## src/dsv_pkg.sv

```systemverilog
// Shared types and constants for the drowsiness status voter.
package dsv_pkg;

    // Status codes
    localparam logic [2:0] ST_OK     = 3'd0;
    localparam logic [2:0] ST_DROWSY = 3'd1;
    localparam logic [2:0] ST_YAWN   = 3'd2;
    localparam logic [2:0] ST_LEFT   = 3'd3;
    localparam logic [2:0] ST_RIGHT  = 3'd4;
    localparam logic [2:0] ST_DOWN   = 3'd5;
    localparam logic [2:0] ST_UP     = 3'd6;

    // Configuration register indexes
    localparam logic [2:0] REG_EYE_DEF   = 3'd0;
    localparam logic [2:0] REG_EYE_FLOOR = 3'd1;
    localparam logic [2:0] REG_YAWN      = 3'd2;
    localparam logic [2:0] REG_YAW_LIM   = 3'd3;
    localparam logic [2:0] REG_PITCH_LIM = 3'd4;
    localparam logic [2:0] REG_CLOSED_MS = 3'd5;
    localparam logic [2:0] REG_VOTE_LIM  = 3'd6;
    localparam logic [2:0] REG_CALIB_FR  = 3'd7;

    localparam int NUM_LANES = 4;

    // Per-lane control toward the median lanes
    typedef struct packed {
        logic push;   // shift the new sample into the window
        logic start;  // begin the median search
    } t_lane_ctl;

endpackage

```

## src/dsv_median_lane.sv

```systemverilog
// One median lane: sample window and a rank search over one slot per cycle.
module dsv_median_lane
    import dsv_pkg::*;
#(
    parameter int WINDOW_LEN  = 5,
    parameter int SAMPLE_BITS = 16
) (
    input  logic                          i_clk,
    input  logic                          i_rst_n,
    input  t_lane_ctl                     i_ctl,
    input  logic                          i_signed,
    input  logic [SAMPLE_BITS-1:0]        i_sample,
    input  logic [$clog2(WINDOW_LEN+1)-1:0] i_fill,
    output logic [SAMPLE_BITS-1:0]        o_median,
    output logic                          o_done
);
    localparam int FW = $clog2(WINDOW_LEN + 1);
    localparam int IW = (WINDOW_LEN > 1) ? $clog2(WINDOW_LEN) : 1;

    logic [SAMPLE_BITS-1:0] r_hist [WINDOW_LEN];
    logic [IW-1:0]          r_idx;
    logic                   r_busy;
    logic                   r_done;
    logic [SAMPLE_BITS-1:0] r_median;

    // Map to an order-preserving unsigned key
    function automatic logic [SAMPLE_BITS-1:0] key(input logic [SAMPLE_BITS-1:0] v,
                                                   input logic sgn);
        key = {v[SAMPLE_BITS-1] ^ sgn, v[SAMPLE_BITS-2:0]};
    endfunction

    logic [FW-1:0]          base;
    logic [SAMPLE_BITS-1:0] cand;
    logic [FW-1:0]          n_less;
    logic [FW-1:0]          n_le;
    logic [FW-1:0]          mid;
    logic                   in_win;

    // Rank the candidate against the valid part of the window
    always_comb begin
        base   = FW'(WINDOW_LEN) - i_fill;
        cand   = r_hist[r_idx];
        n_less = '0;
        n_le   = '0;
        mid    = i_fill >> 1;
        in_win = ({1'b0, r_idx} >= {1'b0, base});
        for (int k = 0; k < WINDOW_LEN; k++) begin
            if (FW'(k) >= base) begin
                if (key(r_hist[k], i_signed) < key(cand, i_signed))
                    n_less = n_less + 1'b1;
                if (key(r_hist[k], i_signed) <= key(cand, i_signed))
                    n_le = n_le + 1'b1;
            end
        end
    end

    // Shift the window; newest sample at the top slot
    always_ff @(posedge i_clk) begin
        if (i_ctl.push) begin
            for (int k = 0; k < WINDOW_LEN - 1; k++)
                r_hist[k] <= r_hist[k+1];
            r_hist[WINDOW_LEN-1] <= i_sample;
        end
    end

    // Walk the slots for the candidate of rank fill/2; zero if none
    always_ff @(posedge i_clk) begin
        if (!i_rst_n) begin
            r_busy <= 1'b0;
            r_done <= 1'b0;
            r_idx  <= '0;
        end else begin
            r_done <= 1'b0;
            if (i_ctl.start) begin
                r_busy <= 1'b1;
                r_idx  <= '0;
            end else if (r_busy) begin
                if (in_win && n_less <= mid && n_le > mid) begin
                    r_median <= cand;
                    r_busy   <= 1'b0;
                    r_done   <= 1'b1;
                end else if (r_idx == IW'(WINDOW_LEN - 1)) begin
                    r_median <= '0;
                    r_busy   <= 1'b0;
                    r_done   <= 1'b1;
                end else begin
                    r_idx <= r_idx + 1'b1;
                end
            end
        end
    end

    assign o_median = r_median;
    assign o_done   = r_done;
endmodule

```

## src/dsv_divider.sv

```systemverilog
// Restoring divider for the calibration threshold (sum*3 / (5*count)).
module dsv_divider
    import dsv_pkg::*;
(
    input  logic        i_clk,
    input  logic        i_rst_n,
    input  logic        i_start,
    input  logic [25:0] i_num,
    input  logic [10:0] i_den,
    output logic [25:0] o_quot,
    output logic        o_done
);
    logic [25:0] r_quot;
    logic [25:0] r_num;
    logic [10:0] r_rem;
    logic [4:0]  r_cnt;
    logic        r_busy;
    logic        r_done;
    logic [11:0] trial;
    logic [11:0] diff;

    always_comb begin
        trial = {r_rem, r_num[25]};
        diff  = trial - {1'b0, i_den};
    end

    // One quotient bit per cycle
    always_ff @(posedge i_clk) begin
        if (!i_rst_n) begin
            r_busy <= 1'b0;
            r_done <= 1'b0;
            r_cnt  <= '0;
        end else begin
            r_done <= 1'b0;
            if (i_start) begin
                r_busy <= 1'b1;
                r_num  <= i_num;
                r_rem  <= '0;
                r_quot <= '0;
                r_cnt  <= '0;
            end else if (r_busy) begin
                r_num <= {r_num[24:0], 1'b0};
                if (!diff[11]) begin
                    r_rem  <= diff[10:0];
                    r_quot <= {r_quot[24:0], 1'b1};
                end else begin
                    r_rem  <= trial[10:0];
                    r_quot <= {r_quot[24:0], 1'b0};
                end
                if (r_cnt == 5'd25) begin
                    r_busy <= 1'b0;
                    r_done <= 1'b1;
                end
                r_cnt <= r_cnt + 1'b1;
            end
        end
    end

    assign o_quot = r_quot;
    assign o_done = r_done;
endmodule

```

## src/drowsiness_status_voter.sv

```systemverilog
// Top level of the drowsiness status voter: lanes, merge, calibration, votes.
//
// Usage: one face measurement beat per video frame enters on the s_axis
// channel; exactly one status beat leaves on the m_axis channel for each.
// Configuration registers are written on i_cfg_we/i_cfg_idx/i_cfg_data while
// the block is idle and take effect on the next frame.
// Work on a frame: the four median lanes each search their window one slot per
// cycle; the frame that ends calibration then runs the bit-serial divider;
// the merge then loads the output register. One frame is in work at a time;
// s_axis_tready is high whenever no frame is in work and the output register
// is free or being drained.
// The next frame can be accepted in the cycle its predecessor's beat leaves.
// Reset (synchronous, active low) empties the windows, clears calibration,
// vote and blink counters and loads the register defaults.
// A stalled receiver holds the result in the output register; no new frame
// is accepted until that beat leaves, so the input stalls with it.
module drowsiness_status_voter
    import dsv_pkg::*;
#(
    parameter int WINDOW_LEN  = 5,
    parameter int SAMPLE_BITS = 16
) (
    input  logic         i_clk,
    input  logic         i_rst_n,
    input  logic         s_axis_tvalid,
    output logic         s_axis_tready,
    // [15:0] eye_ratio, [31:16] mouth_ratio, [46:32] yaw_angle,
    // [61:47] pitch_angle, [93:62] time_ms, [95:94] zero
    input  logic [95:0]  s_axis_tdata,
    output logic         m_axis_tvalid,
    input  logic         m_axis_tready,
    // [2:0] status_code, [3] calibrated, [19:4] blink_total,
    // [35:20] eye_median, [51:36] mouth_median, [66:52] yaw_median,
    // [81:67] pitch_median, [97:82] eye_threshold_now, [103:98] zero
    output logic [103:0] m_axis_tdata,
    input  logic         i_cfg_we,
    input  logic [2:0]   i_cfg_idx,
    input  logic [15:0]  i_cfg_data
);
    localparam int FW = $clog2(WINDOW_LEN + 1);
    localparam int SB = SAMPLE_BITS;

    localparam logic [1:0] S_IDLE  = 2'd0;
    localparam logic [1:0] S_MED   = 2'd1;
    localparam logic [1:0] S_DIV   = 2'd2;
    localparam logic [1:0] S_MERGE = 2'd3;

    // Configuration registers
    logic [15:0] r_eye_def, r_eye_floor, r_yawn, r_closed_ms;
    logic [13:0] r_yaw_lim, r_pitch_lim;
    logic [7:0]  r_vote_lim, r_calib_fr;

    always_ff @(posedge i_clk) begin
        if (!i_rst_n) begin
            r_eye_def   <= 16'd4096;
            r_eye_floor <= 16'd2458;
            r_yawn      <= 16'd9011;
            r_yaw_lim   <= 14'd3840;
            r_pitch_lim <= 14'd3840;
            r_closed_ms <= 16'd1000;
            r_vote_lim  <= 8'd3;
            r_calib_fr  <= 8'd30;
        end else if (i_cfg_we) begin
            case (i_cfg_idx)
                REG_EYE_DEF:   r_eye_def   <= i_cfg_data;
                REG_EYE_FLOOR: r_eye_floor <= i_cfg_data;
                REG_YAWN:      r_yawn      <= i_cfg_data;
                REG_YAW_LIM:   r_yaw_lim   <= i_cfg_data[13:0];
                REG_PITCH_LIM: r_pitch_lim <= i_cfg_data[13:0];
                REG_CLOSED_MS: r_closed_ms <= i_cfg_data;
                REG_VOTE_LIM:  r_vote_lim  <= i_cfg_data[7:0];
                REG_CALIB_FR:  r_calib_fr  <= i_cfg_data[7:0];
                default: ;
            endcase
        end
    end

    // Control state
    logic [1:0]  r_state, n_state;
    logic [FW-1:0] r_fill;
    logic [31:0] r_time;
    logic [23:0] r_calib_sum;
    logic [7:0]  r_calib_cnt;
    logic        r_calib_done;
    logic [15:0] r_eye_thr;
    logic        r_eye_closed;
    logic [31:0] r_closed_since;
    logic [7:0]  r_votes [5];
    logic [15:0] r_blinks;
    logic [NUM_LANES-1:0] r_lane_done;
    logic        r_out_valid;
    logic [103:0] r_out_data;

    logic      accept;
    logic      out_take;
    t_lane_ctl lane_ctl;

    assign out_take      = m_axis_tvalid && m_axis_tready;
    assign s_axis_tready = (r_state == S_IDLE) && (!r_out_valid || m_axis_tready);
    assign accept        = s_axis_tvalid && s_axis_tready;
    assign lane_ctl.push  = accept;
    assign lane_ctl.start = accept;

    // Sample conversion into SAMPLE_BITS storage
    logic [SB-1:0] smp [NUM_LANES];
    logic [NUM_LANES-1:0] sgn_lane;
    assign smp[0] = SB'(s_axis_tdata[15:0]);
    assign smp[1] = SB'(s_axis_tdata[31:16]);
    assign smp[2] = SB'($signed(s_axis_tdata[46:32]));
    assign smp[3] = SB'($signed(s_axis_tdata[61:47]));
    assign sgn_lane = 4'b1100;

    logic [SB-1:0] med [NUM_LANES];
    logic [NUM_LANES-1:0] lane_done;

    for (genvar g = 0; g < NUM_LANES; g++) begin : g_lane
        dsv_median_lane #(
            .WINDOW_LEN (WINDOW_LEN),
            .SAMPLE_BITS(SAMPLE_BITS)
        ) u_lane (
            .i_clk   (i_clk),
            .i_rst_n (i_rst_n),
            .i_ctl   (lane_ctl),
            .i_signed(sgn_lane[g]),
            .i_sample(smp[g]),
            .i_fill  (r_fill),
            .o_median(med[g]),
            .o_done  (lane_done[g])
        );
    end

    // Calibration step on the eye median (taken as unsigned)
    logic [SB:0]  em_x;
    logic [24:0]  sum_w;
    logic [23:0]  sum_sat;
    logic [7:0]   cnt_inc;
    logic         calib_fin;
    logic [25:0]  div_num;
    logic [10:0]  div_den;
    logic         div_start;
    logic [25:0]  quot;
    logic         div_done;

    always_comb begin
        em_x      = {1'b0, med[0]};
        sum_w     = {1'b0, r_calib_sum} + 25'(em_x);
        sum_sat   = (sum_w > 25'hFFFFFF) ? 24'hFFFFFF : sum_w[23:0];
        cnt_inc   = (r_calib_cnt == 8'd255) ? r_calib_cnt : r_calib_cnt + 8'd1;
        calib_fin = !r_calib_done && (cnt_inc >= r_calib_fr);
        div_num   = ({2'b0, sum_sat} << 1) + {2'b0, sum_sat};
        div_den   = ({3'b0, cnt_inc} << 2) + {3'b0, cnt_inc};
        div_start = (r_state == S_MED) && (&(r_lane_done | lane_done)) && calib_fin;
    end

    dsv_divider u_div (
        .i_clk  (i_clk),
        .i_rst_n(i_rst_n),
        .i_start(div_start),
        .i_num  (div_num),
        .i_den  (div_den),
        .o_quot (quot),
        .o_done (div_done)
    );

    // Merge: threshold, eye state, votes and status
    logic [15:0] thr;
    logic [15:0] q_clip;
    logic [15:0] new_thr;
    logic        will_done;
    logic signed [SB:0] ym_s, pm_s, ya_s;
    logic        closed_now;
    logic [31:0] dur;
    logic [4:0]  vup;
    logic [7:0]  n_votes [5];
    logic [2:0]  status;
    logic [15:0] n_blinks;

    always_comb begin
        q_clip    = (quot > 26'hFFFF) ? 16'hFFFF : quot[15:0];
        new_thr   = (q_clip < r_eye_floor) ? r_eye_floor : q_clip;
        will_done = r_calib_done || calib_fin;
        thr       = r_calib_done ? r_eye_thr : (calib_fin ? new_thr : r_eye_def);
        ym_s      = $signed({med[2][SB-1], med[2]});
        pm_s      = $signed({med[3][SB-1], med[3]});
        ya_s      = ym_s[SB] ? -ym_s : ym_s;
        closed_now = {1'b0, med[0]} < (SB+1)'(thr);
        dur       = r_time - r_closed_since;
        vup[0]    = closed_now && r_eye_closed && (dur > {16'd0, r_closed_ms});
        vup[1]    = {1'b0, med[1]} > (SB+1)'(r_yawn);
        vup[2]    = ya_s > $signed((SB+1)'(r_yaw_lim));
        vup[3]    = pm_s > $signed((SB+1)'(r_pitch_lim));
        vup[4]    = pm_s < -$signed((SB+1)'(r_pitch_lim));
        for (int v = 0; v < 5; v++) begin
            if (vup[v])
                n_votes[v] = (r_votes[v] == 8'd255) ? r_votes[v] : r_votes[v] + 8'd1;
            else if (v == 0 && closed_now)
                n_votes[v] = r_votes[v];
            else
                n_votes[v] = (r_votes[v] == 8'd0) ? r_votes[v] : r_votes[v] - 8'd1;
        end
        n_blinks = (!closed_now && r_eye_closed && r_blinks != 16'hFFFF) ?
                   r_blinks + 16'd1 : r_blinks;
        if (n_votes[0] >= r_vote_lim)      status = ST_DROWSY;
        else if (n_votes[1] >= r_vote_lim) status = ST_YAWN;
        else if (n_votes[2] >= r_vote_lim) status = (ym_s > 0) ? ST_LEFT : ST_RIGHT;
        else if (n_votes[3] >= r_vote_lim) status = ST_DOWN;
        else if (n_votes[4] >= r_vote_lim) status = ST_UP;
        else                               status = ST_OK;
    end

    // Sequencer
    always_comb begin
        n_state = r_state;
        case (r_state)
            S_IDLE:  if (accept) n_state = S_MED;
            S_MED:   if (&(r_lane_done | lane_done))
                         n_state = calib_fin ? S_DIV : S_MERGE;
            S_DIV:   if (div_done) n_state = S_MERGE;
            S_MERGE: n_state = S_IDLE;
            default: n_state = S_IDLE;
        endcase
    end

    always_ff @(posedge i_clk) begin
        if (accept)
            r_time <= s_axis_tdata[93:62];
        if (r_state == S_MERGE)
            r_out_data <= {6'd0, thr, 15'(pm_s), 15'(ym_s), 16'(med[1]),
                           16'(med[0]), n_blinks, will_done, status};
    end

    always_ff @(posedge i_clk) begin
        if (!i_rst_n) begin
            r_state        <= S_IDLE;
            r_fill         <= '0;
            r_calib_sum    <= '0;
            r_calib_cnt    <= '0;
            r_calib_done   <= 1'b0;
            r_eye_thr      <= 16'd4096;
            r_eye_closed   <= 1'b0;
            r_closed_since <= '0;
            r_blinks       <= '0;
            r_lane_done    <= '0;
            r_out_valid    <= 1'b0;
            for (int v = 0; v < 5; v++) r_votes[v] <= '0;
        end else begin
            r_state <= n_state;
            if (accept) begin
                r_lane_done <= '0;
                if (r_fill != FW'(WINDOW_LEN)) r_fill <= r_fill + 1'b1;
            end else begin
                r_lane_done <= r_lane_done | lane_done;
            end
            // Commit the frame's state updates
            if (r_state == S_MERGE) begin
                r_out_valid <= 1'b1;
                if (!r_calib_done) begin
                    r_calib_sum <= sum_sat;
                    r_calib_cnt <= cnt_inc;
                    if (calib_fin) begin
                        r_calib_done <= 1'b1;
                        r_eye_thr    <= new_thr;
                    end
                end
                if (closed_now && !r_eye_closed) begin
                    r_closed_since <= r_time;
                    r_eye_closed   <= 1'b1;
                end else if (!closed_now) begin
                    r_eye_closed <= 1'b0;
                end
                r_blinks <= n_blinks;
                for (int v = 0; v < 5; v++) r_votes[v] <= n_votes[v];
            end else if (out_take) begin
                r_out_valid <= 1'b0;
            end
        end
    end

    assign m_axis_tvalid = r_out_valid;
    assign m_axis_tdata  = r_out_data;

`ifndef ASSERT_OFF
    // An accepted frame is always followed by the median-search state
    a_one_frame: assert property (@(posedge i_clk) disable iff (!i_rst_n)
        accept |=> r_state == S_MED) else $error("frame overlap");
    // A merge always produces a valid output beat
    a_merge_out: assert property (@(posedge i_clk) disable iff (!i_rst_n)
        r_state == S_MERGE |=> r_out_valid) else $error("merge lost result");
    // Divider results arrive only in the divide state
    a_div_state: assert property (@(posedge i_clk) disable iff (!i_rst_n)
        div_done |-> r_state == S_DIV) else $error("stray divide");
`endif
endmodule
```

## config.mk

```make
export PLATFORM = sky130hd
export DESIGN_NAME = drowsiness_status_voter
export DESIGN_NICKNAME = d
export VERILOG_FILES = /design/src/dsv_pkg.sv /design/src/dsv_median_lane.sv /design/src/dsv_divider.sv /design/src/drowsiness_status_voter.sv
export SDC_FILE = /design/constraint.sdc
export NUM_CORES = 2
export LEC_CHECK = 0
export BUFFER_PORTS_ARGS = -buffer_cell sky130_fd_sc_hd__buf_2
export CORE_ASPECT_RATIO = 0.75
export CORE_UTILIZATION = 57
export DETAILED_ROUTE_END_ITERATION = 16
export PLACE_DENSITY = 0.81
export SYNTH_ARGS = -nofsm -noshare
export SYNTH_HDL_FRONTEND = slang
export SYNTH_HIERARCHICAL = 1
export SYNTH_SLANG_ARGS = --single-unit
```

## constraint.sdc

```tcl
create_clock -name i_clk -period 13.85 [get_ports i_clk]
set_input_delay 2.77 -clock i_clk [delete_from_list [all_inputs] [get_ports i_clk]]
set_output_delay 2.77 -clock i_clk [all_outputs]
set_load 0.05 [all_outputs]
```

==> run_summary.xml <==
<?xml version="1.0" encoding="UTF-8"?>
<metrics>
  <group name="die">
    <metric name="io_pins" unit="">226</metric>
    <metric name="floorplan.initialDensity" unit="%">57.6</metric>
    <metric name="die_width" unit="µm">357</metric>
    <metric name="die_height" unit="µm">268</metric>
    <metric name="floorplan.rows" unit="">97</metric>
    <metric name="fp.coreArea" unit="µm²">93600</metric>
    <metric name="fp.dieArea" unit="µm²">95800</metric>
  </group>
  <group name="synth">
    <metric name="dominantRegCellSynth" unit="">edfxtp_1</metric>
    <metric name="synth_area" unit="µm²">53900</metric>
    <metric name="asyncSetResetFlopFracSynth" unit="%">0</metric>
    <metric name="netlist.area_leader.share" unit="%">34.4</metric>
    <metric name="yosys-top-cells-area" unit="">edfxtp_1, ha_1, dfxtp_1, nand2_1, a21oi_1</metric>
    <metric name="synth_seq_area_share" unit="%">43.8</metric>
    <metric name="synth_edf_count" unit="">617</metric>
    <metric name="synth_cells" unit="">5044</metric>
    <metric name="synth.ff_latch_count" unit="">872</metric>
    <metric name="synth.avg_cell_area" unit="µm²">10.7</metric>
    <metric name="yosysUniqueCellTypes" unit="">122</metric>
    <metric name="synthesis.yosys.warnings" unit="">6</metric>
    <metric name="synth.largest_area_cell" unit="">edfxtp_1</metric>
  </group>
  <group name="clocking">
    <metric name="post_cts_resize_count" unit="">0</metric>
    <metric name="ctsHtreeMaxLevel" unit="">3</metric>
    <metric name="tritoncts.num_buffers" unit="">91</metric>
    <metric name="cts_sinks" unit="">872</metric>
    <metric name="cts_hold_buf" unit="">0</metric>
    <metric name="root_buffer" unit="">clkbuf_16</metric>
    <metric name="clk_transition_reported_paths" unit="ns">0.07</metric>
    <metric name="clk-insertion-delay-late" unit="ns">0.70</metric>
    <metric name="post_cts_buffers" unit="">0</metric>
    <metric name="cts_tree" unit="">built</metric>
    <metric name="clock_tree.buffer_depth" unit="">3</metric>
  </group>
  <group name="routing">
    <metric name="initialDrtViolationCount" unit="">4545</metric>
    <metric name="postRouteAntennaNets" unit="">0</metric>
    <metric name="detail_route.drc_violations" unit="">0</metric>
    <metric name="dr_total_vias" unit="">40300</metric>
    <metric name="detail_route.wirelength" unit="mm">135</metric>
    <metric name="post_drt_wl_per_cell" unit="µm">20.6</metric>
    <metric name="detail_route.first_pass.iterations" unit="">6</metric>
    <metric name="avgViaCountPerCell" unit="">6.14</metric>
  </group>
  <group name="timing">
    <metric name="fin_worst_skew" unit="ns">0.0320</metric>
    <metric name="post-route-min-period" unit="ns">9.52</metric>
    <metric name="timing.setup.tns" unit="ns">0</metric>
    <metric name="final_setup_fails" unit="">0</metric>
    <metric name="timing.fmax" unit="MHz">105</metric>
    <metric name="hold-worst-slack" unit="ns">0.443</metric>
    <metric name="timing_worst_slew_pin_value" unit="ns">1.33</metric>
    <metric name="hold_viol" unit="">0</metric>
    <metric name="setup_repair_after_global_routing_missed_its_margin" unit="">no</metric>
    <metric name="max_slew_vio_count" unit="">0</metric>
    <metric name="min_period_over_period" unit="%">68.7</metric>
    <metric name="maxSlewHeadroom" unit="%">10.8</metric>
  </group>
  <group name="power_and_ir_drop">
    <metric name="switchingPower" unit="mW">3.55</metric>
    <metric name="power.density_cell_area" unit="nW/µm²">164</metric>
    <metric name="ir_worst_vdd" unit="mV">0.154</metric>
    <metric name="leak_pwr" unit="nW">23.9</metric>
    <metric name="post-layout-total-power" unit="mW">9.73</metric>
    <metric name="power.share.switching" unit="%">36.5</metric>
    <metric name="seq_power_share" unit="%">37.5</metric>
    <metric name="power_report.internal_total" unit="mW">6.18</metric>
    <metric name="clock_power_share" unit="%">26.4</metric>
    <metric name="power.combinational.fraction" unit="%">36.0</metric>
  </group>
  <group name="placed_design">
    <metric name="gp_congestion" unit="">0.933</metric>
    <metric name="dp_hpwl" unit="mm">97.5</metric>
    <metric name="buffer_ports.inserted" unit="">217</metric>
  </group>
  <group name="worst_setup_path">
    <metric name="crit_path_max_fanout" unit="">19</metric>
    <metric name="worst_ep_required_time" unit="ns">14.37</metric>
    <metric name="endpoint_kind" unit="">flip-flop</metric>
    <metric name="arrival_worst_endpoint" unit="ns">10.04</metric>
    <metric name="critPathLaunchType" unit="">flip-flop</metric>
    <metric name="cp_slowest_stage_delay" unit="ns">0.85</metric>
    <metric name="crit_type" unit="">flip-flop to flip-flop</metric>
    <metric name="cp_slowest_cell" unit="">a21o_1</metric>
  </group>
  <group name="finish">
    <metric name="final_core_utilization" unit="%">63.3</metric>
    <metric name="fillers" unit="">7179</metric>
    <metric name="drive_above_1_share" unit="%">12.4</metric>
    <metric name="layout-area-overhead-vs-synth" unit="%">9.89</metric>
    <metric name="nets" unit="">6034</metric>
  </group>
  <group name="global_route">
    <metric name="globalRouteOverflowTotal" unit="">0</metric>
    <metric name="grtUsageTotal" unit="%">27.8</metric>
    <metric name="grt_first_pass_wirelength" unit="mm">211</metric>
    <metric name="antenna_found_initial" unit="">17</metric>
    <metric name="grt_start_max_net_pins" unit="">168</metric>
    <metric name="vias_in_the_first_global_route" unit="">38800</metric>
  </group>
  <group name="worst_hold_path">
    <metric name="min_path_type" unit="">flip-flop to flip-flop</metric>
  </group>
  <group name="outcome">
    <metric name="result_of_the_run" unit="">finished clean</metric>
  </group>
  <group name="run">
    <metric name="cap_violations" unit="">0</metric>
  </group>
</metrics>
-- per-layer routing --
layer  share of wire, %  GRT usage, %  up-vias  routed length [µm]
li1                   -             -    19000                   -
met1                 44          40.0    19400               59900
met2                 43          42.0     1675               58700
met3                8.9          5.80      267               12000
met4                3.2          9.00       18                4290
met5              0.076             0        -                 103
-- worst paths after layout --
check                                                             start                                 endpoint  slack [ns]  cells past startpoint
worst max-delay path                     u_div/o_quot[24]$_SDFFCE_PP0P_            m_axis_tdata[1]$_SDFFCE_PP0P_        4.33                     34
worst min-delay path            g_lane[1].u_lane/r_hist[2][0]$_DFFE_PP_  g_lane[1].u_lane/r_hist[1][0]$_DFFE_PP_        0.44                      0
worst max register to register           u_div/o_quot[24]$_SDFFCE_PP0P_            m_axis_tdata[1]$_SDFFCE_PP0P_        4.33                     34
worst min register to register  g_lane[1].u_lane/r_hist[2][0]$_DFFE_PP_  g_lane[1].u_lane/r_hist[1][0]$_DFFE_PP_        0.44                      0
-- cell type report --
cell class,instances,area (µm²),area share (%)
multi-input combinational,3726,28400,48.0
tap,1237,1550,2.61
clock buffer,113,2410,4.07
sequential,872,23600,39.9
timing repair buffer,258,1410,2.37
clock inverter,57,684,1.16
antenna,5,12.5,0.0211
inverter,290,1100,1.86
-- registers in the layout, summed over array words and instances (netlist names), 24 cells and up, named ones only --
signal,flops
u_div/o_quot,26
r_votes,40
u_div/r_num,26
r_time,32
r_closed_since,32
g_lane.u_lane/r_hist,320
m_axis_tdata,98
r_calib_sum,24
g_lane.u_lane/o_median,64
-- Yosys cell counts, drive strengths merged, types with 91 or more instances --
cell type	number
a21oi	338
nand2	480
mux2i	165
a21o	104
dfxtp	255
nand4	97
clkbuf	118
edfxtp	617
o21ai	182
nor2b	109
nor3	99
xor2	93
xnor2	91
nand3	95
nor2	395
inv	290
ha	670
-- cells by family after synthesis --
logic type	Yosys count	share of synthesized area [%]
adder cells (fa/ha/maj)	675	15.7
AO/OA/AOI/OAI	996	12.1
other	2	0.0139
AND/OR/NAND/NOR	1577	14.8
flip-flops	872	43.8
buffers and inverters	454	3.53
multiplexers	281	6.89
XOR/XNOR	187	3.12
-- cell usage in the layout, fill, tap and decap left out, types with 14 or more instances in the layout --
master / instances
and4_1: 16
inv_1: 287
o21bai_1: 15
mux2_2: 48
or3_1: 27
buf_4: 40
o31ai_1: 18
nor2b_1: 106
clkinv_1: 16
or2_2: 40
o211a_1: 15
o21a_1: 63
nor2_4: 30
clkbuf_1: 18
buf_2: 217
a211oi_1: 51
a21oi_1: 337
nor4_1: 24
and3_1: 39
a21o_1: 104
xnor2_1: 91
mux2i_1: 165
o31a_1: 14
o211ai_1: 49
nor3_1: 89
ha_1: 669
nand2_1: 480
clkbuf_16: 92
mux4_2: 67
edfxtp_1: 617
xor2_1: 93
and2_1: 37
nand3_1: 90
nand4_1: 93
o21ai_0: 173
nor2_1: 361
nand2b_1: 67
dfxtp_1: 255
-- critical path: cells and delay by family (launching register included) --
| kind | cells | cell delay [ns] |
|---|---|---|
| DFF | 1 | 0.38 |
| xor gates and xnor gates | 1 | 0.25 |
| AOI/OAI and AO/OA | 17 | 4.72 |
| muxes | 2 | 0.56 |
| and+or+nand+nor | 11 | 2.51 |
| adders and majority gates | 3 | 0.93 |
-- per-stage QoR --
| stage | worst slack (ns) | cells | cell area, µm² |
|---|---|---|---|
| floorplan | 1.53 | 5052 | 53900 |
| global placement | 4.69 | 6383 | 56100 |
| detailed placement | 4.59 | 6383 | 56100 |
| CTS | 4.47 | 6553 | 59200 |
| global route | 3.68 | 6555 | 59200 |
| finish | 4.33 | 6558 | 59200 |
-- power by group through the flow --
stage               clock network, mW  registers [mW]  logic (mW)
CTS                              2.61            3.64        3.46
floorplan                           0            3.71        2.52
finish                           2.57            3.65        3.51
detailed placement                  0            3.69        3.40
global placement                    0            3.67        3.21
global route                     2.71            3.69        3.90
Note: power is estimated with default switching activity, not from simulation.
